<file path="src/hw/rtl/bpt_pkg.sv">
`timescale 1ns / 1ps

package bpt_pkg;

  // data widths
  localparam int SAMPLE_BITS = 12;
  localparam int COUNT_BITS  = 16;
  localparam int OUT_BITS    = SAMPLE_BITS + 1;
  // attack sum holds peak + 7 * magnitude
  localparam int ATTACK_BITS = SAMPLE_BITS + 4;

  // operation codes
  localparam logic OP_ADD   = 1'b0;
  localparam logic OP_CLEAR = 1'b1;

  // one accepted input item
  typedef struct packed {
    logic                   op;
    logic [SAMPLE_BITS-1:0] sample_a;
    logic [SAMPLE_BITS-1:0] sample_b;
  } item_t;

endpackage

</file>
<file path="src/hw/rtl/bpt_in_stage.sv">
`timescale 1ns / 1ps

module bpt_in_stage (
  input  logic                           clk,
  input  logic                           rst_n,
  input  logic                           in_valid,
  output logic                           in_stall,
  input  logic                           in_op,
  input  logic [bpt_pkg::SAMPLE_BITS-1:0] in_sample_a,
  input  logic [bpt_pkg::SAMPLE_BITS-1:0] in_sample_b,
  input  logic                           advance,
  output logic                           item_valid,
  output bpt_pkg::item_t                 item
);

  logic           valid_r;
  logic           valid_nxt;
  bpt_pkg::item_t item_r;
  logic           take;

  // stage is free when empty or when its item moves on this cycle
  assign in_stall  = valid_r && !advance;
  assign take      = in_valid && !in_stall;
  assign valid_nxt = take ? 1'b1 : (advance ? 1'b0 : valid_r);

  // control
  always_ff @(posedge clk) begin
    if (!rst_n) begin
      valid_r <= 1'b0;
    end else begin
      valid_r <= valid_nxt;
    end
  end

  // payload
  always_ff @(posedge clk) begin
    if (take) begin
      item_r.op       <= in_op;
      item_r.sample_a <= in_sample_a;
      item_r.sample_b <= in_sample_b;
    end
  end

  assign item_valid = valid_r;
  assign item       = item_r;

endmodule

</file>
<file path="src/hw/rtl/bpt_track.sv">
`timescale 1ns / 1ps

module bpt_track (
  input  logic [bpt_pkg::SAMPLE_BITS-1:0] peak,
  input  logic [bpt_pkg::SAMPLE_BITS-1:0] mag,
  output logic [bpt_pkg::SAMPLE_BITS-1:0] peak_nxt
);

  localparam int SB = bpt_pkg::SAMPLE_BITS;
  localparam int AB = bpt_pkg::ATTACK_BITS;

  logic [AB-1:0] attack_sum;
  logic [SB-1:0] attack_val;
  logic [SB-1:0] gap;
  logic [SB-1:0] lim;
  logic [SB-1:0] decay;

  // attack: (peak + 8*mag - mag) / 8
  assign attack_sum = {{(AB-SB){1'b0}}, peak}
                    + {1'b0, mag, 3'b000}
                    - {{(AB-SB){1'b0}}, mag};
  assign attack_val = attack_sum[SB+2:3];

  // decay: gap limited to peak / 16
  assign gap   = peak - mag;
  assign lim   = {4'b0000, peak[SB-1:4]};
  assign decay = (gap > lim) ? lim : gap;

  assign peak_nxt = (mag >= peak) ? attack_val : (peak - decay);

endmodule

</file>
<file path="src/hw/rtl/bipolar_peak_tracker.sv">
`timescale 1ns / 1ps

// channel  | direction | handshake          | payload
// ---------+-----------+--------------------+-------------------------------------
// in_      | input     | in_valid/in_stall  | in_op, in_sample_a, in_sample_b
// out_     | output    | out_valid/out_stall| out_mean_value (signed, 13 bits)
//
// one item per cycle unless out_stall holds a result; a result passes the input
// register, then the tracker update into the result register, before it is valid
// and can transfer out
// peak and count state updates as an item enters the result register
// synchronous active-low reset clears trackers, counters and both valid flags
// out_stall holds the result; the input stage keeps taking items until it is full
module bipolar_peak_tracker (
  input  logic                                  clk,
  input  logic                                  rst_n,
  input  logic                                  in_valid,
  output logic                                  in_stall,
  input  logic                                  in_op,
  input  logic [bpt_pkg::SAMPLE_BITS-1:0]       in_sample_a,
  input  logic [bpt_pkg::SAMPLE_BITS-1:0]       in_sample_b,
  output logic                                  out_valid,
  input  logic                                  out_stall,
  output logic signed [bpt_pkg::OUT_BITS-1:0]   out_mean_value
);

  localparam int SB = bpt_pkg::SAMPLE_BITS;
  localparam int CB = bpt_pkg::COUNT_BITS;
  localparam int OB = bpt_pkg::OUT_BITS;

  logic           item_valid;
  bpt_pkg::item_t item;
  logic           advance;

  logic [SB-1:0] pos_peak_r, pos_peak_nxt;
  logic [SB-1:0] neg_peak_r, neg_peak_nxt;
  logic [CB-1:0] pos_count_r, pos_count_nxt;
  logic [CB-1:0] neg_count_r, neg_count_nxt;
  logic          out_valid_r, out_valid_nxt;
  logic [OB-1:0] mean_r, mean_nxt;

  logic          b_ge_a;
  logic          b_le_a;
  logic [SB-1:0] pos_mag;
  logic [SB-1:0] neg_mag;
  logic [SB-1:0] pos_track;
  logic [SB-1:0] neg_track;

  // input register
  bpt_in_stage u_in (
    .clk         (clk),
    .rst_n       (rst_n),
    .in_valid    (in_valid),
    .in_stall    (in_stall),
    .in_op       (in_op),
    .in_sample_a (in_sample_a),
    .in_sample_b (in_sample_b),
    .advance     (advance),
    .item_valid  (item_valid),
    .item        (item)
  );

  // item moves on when the result register is empty or being taken
  assign advance = item_valid && (!out_valid_r || !out_stall);

  // polarity and magnitudes of the difference
  assign b_ge_a  = item.sample_b >= item.sample_a;
  assign b_le_a  = item.sample_b <= item.sample_a;
  assign pos_mag = item.sample_b - item.sample_a;
  assign neg_mag = item.sample_a - item.sample_b;

  bpt_track u_pos (
    .peak     (pos_peak_r),
    .mag      (pos_mag),
    .peak_nxt (pos_track)
  );

  bpt_track u_neg (
    .peak     (neg_peak_r),
    .mag      (neg_mag),
    .peak_nxt (neg_track)
  );

  // next tracker and counter state
  always_comb begin
    pos_peak_nxt  = pos_peak_r;
    neg_peak_nxt  = neg_peak_r;
    pos_count_nxt = pos_count_r;
    neg_count_nxt = neg_count_r;
    if (item.op == bpt_pkg::OP_CLEAR) begin
      pos_peak_nxt  = '0;
      neg_peak_nxt  = '0;
      pos_count_nxt = '0;
      neg_count_nxt = '0;
    end else begin
      if (b_ge_a) begin
        pos_peak_nxt  = pos_track;
        pos_count_nxt = (&pos_count_r) ? pos_count_r : pos_count_r + 1'b1;
      end
      if (b_le_a) begin
        neg_peak_nxt  = neg_track;
        neg_count_nxt = (&neg_count_r) ? neg_count_r : neg_count_r + 1'b1;
      end
    end
  end

  // dominant polarity picks the reported peak
  assign mean_nxt = (pos_count_nxt >= neg_count_nxt) ? {1'b0, pos_peak_nxt}
                                                     : ({OB{1'b0}} - {1'b0, neg_peak_nxt});

  assign out_valid_nxt = advance ? 1'b1 : ((out_valid_r && out_stall) ? 1'b1 : 1'b0);

  // state and control registers
  always_ff @(posedge clk) begin
    if (!rst_n) begin
      pos_peak_r  <= '0;
      neg_peak_r  <= '0;
      pos_count_r <= '0;
      neg_count_r <= '0;
      out_valid_r <= 1'b0;
    end else begin
      out_valid_r <= out_valid_nxt;
      if (advance) begin
        pos_peak_r  <= pos_peak_nxt;
        neg_peak_r  <= neg_peak_nxt;
        pos_count_r <= pos_count_nxt;
        neg_count_r <= neg_count_nxt;
      end
    end
  end

  // result register
  always_ff @(posedge clk) begin
    if (advance) begin
      mean_r <= mean_nxt;
    end
  end

  assign out_valid      = out_valid_r;
  assign out_mean_value = mean_r;

endmodule

</file>
<file path="config.mk">
export PLATFORM = sky130hd
export DESIGN_NAME = bipolar_peak_tracker
export DESIGN_NICKNAME = d
export VERILOG_FILES = /design/src/hw/rtl/bpt_pkg.sv /design/src/hw/rtl/bpt_in_stage.sv /design/src/hw/rtl/bpt_track.sv /design/src/hw/rtl/bipolar_peak_tracker.sv
export SDC_FILE = /design/constraint.sdc
export NUM_CORES = 1
export LEC_CHECK = 0
export ABC_AREA = 1
export BUFFER_PORTS_ARGS = -buffer_cell sky130_fd_sc_hd__buf_2
export CAP_MARGIN = 40
export CORE_UTILIZATION = 60
export CTS_CLUSTER_SIZE = 30
export DETAILED_ROUTE_END_ITERATION = 8
export GPL_TIMING_DRIVEN = 0
export PLACE_DENSITY = 0.78
export REMOVE_ABC_BUFFERS = 1
export SETUP_SLACK_MARGIN = 0.2
export SYNTH_ARGS = -nofsm -noshare
export SYNTH_HDL_FRONTEND = slang
export SYNTH_SLANG_ARGS = --single-unit
export TNS_END_PERCENT = 10
</file>
<file path="constraint.sdc">
create_clock -name clk -period 11.45 [get_ports clk]
set_clock_uncertainty 0.15 [all_clocks]
set_input_delay 3.435 -clock clk [delete_from_list [all_inputs] [get_ports clk]]
set_output_delay 3.435 -clock clk [all_outputs]
set_load 0.03 [all_outputs]
</file>
==> impl_metrics.toml <==
[die]
die_h_um = 136
io_pins = 44
die_area_um2 = 18500
die_w_um = 136
rows = 48
coreArea_um2 = 17400
start_util_pct = 61.7

[sta]
worstMarginPinSlew_ps = 932
hold-worst-slack_ps = 399
fmax_mhz = 131
setup_tns_ps = 0
hold_viol = 0
layout_min_cycle_time_ps = 7640
drv_slew = 0
finalSetupViolations = 0
timing.final.crit_share_pct = 66.7
rsz0062_at_grt = "false"
max_slew_margin_pct = 37.9

[pwr]
p_leak_nw = 5.69
worst_ir_drop_vdd_uv = 111
power.total_mw = 1.98
cellPowerDensity_nw_per_um2 = 172

[drt]
drt-initial-drc-count = 620
vias = 9965
drt_wl_total_um = 25800
antenna_left = 0
drt-pass1-iter-count = 5
via_per_inst = 5.60
wl_per_cell_um = 14.5
drc = 0

[yosys]
synthCells = 1527
synth-seq-area-share_pct = 21.4
async_flop_share_pct = 0
post_synth_num_cell_types = 53
ys_seq_elements = 96
synth_edf_count = 38
avgSynthCellArea_um2 = 7.04
netlist_area_um2 = 10800
yosys_warnings = 0
ys.flop_type = "dfxtp_1"

[cts]
clock-sinks = 96
cts_tree = "done"
clkTransAtPathRegs_ps = 80
ctsRootBufferMaster = "clkbuf_16"
cts_buffer_depth = 2
htreeDepth = 3
clk_latency_ps = 360
hold_buffers = 0
post-cts-setup-buffers = 0
cts_resized = 0
cts_buffers = 9

[min_path]
hold_class = "register to register"
min_to = "neg_count_r[12]"
worstHoldStart = "neg_count_r[12]"
hold-path-cell-count = 2

[global_route]
grt_max_degree = 52
grt-ovfl-total = 0
antenna_found_initial = 0
grt_util_all_layers_pct = 28.8
grt_pass1_vias = 8998
grt_pass1_wl_um = 42300

[setup_path]
ff2ff_path_depth = 46
crit_type = "register to register"
required_ps = 11410
slowest_stage = "fa_1"
end_kind = "register"
cp_common_cell = "nand2_1"
max_stage_delay_ps = 420
rrSetupSlack_ps = 3810
r2r_start = "u_in.item[4]"
crit_fanout = 15
arrival_ps = 7600
startpoint_type = "register"
r2r_end = "out_mean_value[11]"

[place]
gp_congestion = 0.920
dp.cells = 1764
io_buffers = 43
dp.final_hpwl_um = 20600

[outcome]
outcome = "complete, no violations"

[cells_and_area]
syn_to_final_growth_pct = 7.04
utilization_pct = 66.1
nNetsFinal = 1732
layoutNonFillerInstCount = 1780
drive_above_1_share_pct = 8.42
num_antenna_cells = 0

[run]
max_cap_violations = 0
==> area by class of cell <==
type	instances	area, um^2
Clock buffer	9	225
Clock inverter	7	62.6
Fill cell	1562	5910
Inverter	285	1070
Multi-Input combinational cell	1109	7200
Sequential cell	96	2300
Tap cell	225	282
Timing Repair Buffer	49	373
==> cell families (layout without fill, tap and decap cells) <==
logic type | count (synthesis) | in the layout | share of synthesized area, %
and+or+nand+nor | 519 | 519 | 22.7
AOI/OAI and AO/OA | 362 | 362 | 18.8
buffers and inverters | 327 | 350 | 12.0
adders and majority gates | 153 | 153 | 19.5
DFF | 96 | 96 | 21.4
xor gates and xnor gates | 69 | 69 | 5.62
other | 1 | 6 | 0.0349
==> cells in the mapped netlist, drive strengths merged (3+ instances only) <==
cell type  count  area (um^2)
a211oi         5         37.5
nand4         19          125
buf           14          106
o221ai         5         43.8
edfxtp        38         1140
nor3          24          120
xnor2         15          131
o21bai        15          113
ha           129         1610
nand2        265         1060
a31oi          9         56.3
nand3         96          561
dfxtp         58         1160
a221oi         4         35.0
a21oi        152          772
or2            8         50.1
nand3b         9         67.6
xor2          54          473
clkbuf        28          109
o21ai        136          684
nor2          84          372
o211ai        19          143
a21o           8         60.1
nor4           7         43.8
fa            24          480
and2           3         18.8
inv          285         1070
==> sequential cells by signal, indices dropped and copies added, names as in the netlist <==
name,count
neg_count_r,16
neg_peak_r,12
out_mean_value,13
out_valid,1
pos_count_r,16
pos_peak_r,12
u_in.item,25
u_in.item_valid,1
==> cells in the final DEF (no fill, tap or decap), types with 19 or more instances in the layout <==
cell	netlist	final
fa_1	24	24
nand2_2	23	23
nor3_1	24	24
nand3_1	80	80
inv_1	284	284
dfxtp_1	58	58
o21ai_0	129	129
o211ai_1	19	19
buf_2	4	43
ha_1	129	129
edfxtp_1	38	38
xor2_1	54	54
a21oi_1	149	148
nand2_1	241	241
nor2_1	75	75
==> per-layer routing <==
| layer | wire length [um] | track usage, % | vias up |
|---|---|---|---|
| met5 | 0 | 0 | - |
| met4 | 518 | 8.33 | 0 |
| met3 | 1450 | 4.62 | 31 |
| met2 | 11800 | 48.5 | 269 |
| met1 | 12000 | 38.0 | 4554 |
| li1 | - | - | 5111 |
==> worst max-delay path by stage <==
stage,from,endpoint,slack (ps)
5_1_grt,u_in.item[4],out_mean_value[11],3230
4_1_cts,u_in.item[4],out_mean_value[11],3840
2_1_floorplan,out_stall,neg_count_r[0],3290
3_3_place_gp,out_stall,pos_count_r[9],1370
3_5_place_dp,u_in.item[16],out_mean_value[11],3890
6_report,u_in.item[4],out_mean_value[11],3810
==> stage by stage <==
step / instance area (um^2) / worst slack, ps
after floorplan: 10600 / 3290
after global placement: 11100 / 1370
after detailed placement: 11200 / 3890
after CTS: 11500 / 3840
after global routing: 11500 / 3230
final: 11500 / 3810
==> where the power goes <==
group | internal [mW] | total, mW | switching [mW]
logic | 0.476 | 1.26 | 0.788
clock network | 0.152 | 0.299 | 0.147
registers | 0.394 | 0.421 | 0.0273
==> worst max-delay path, delay by kind of cell, from the launching register on <==
family	cells	cell delay, ps
and+or+nand+nor	24	2510
DFF	1	360
adders and majority gates	5	1690
xor gates and xnor gates	2	470
AOI/OAI and AO/OA	9	1740
buffers and inverters	6	440
No activity file was read; power rests on OpenSTA's default activity.
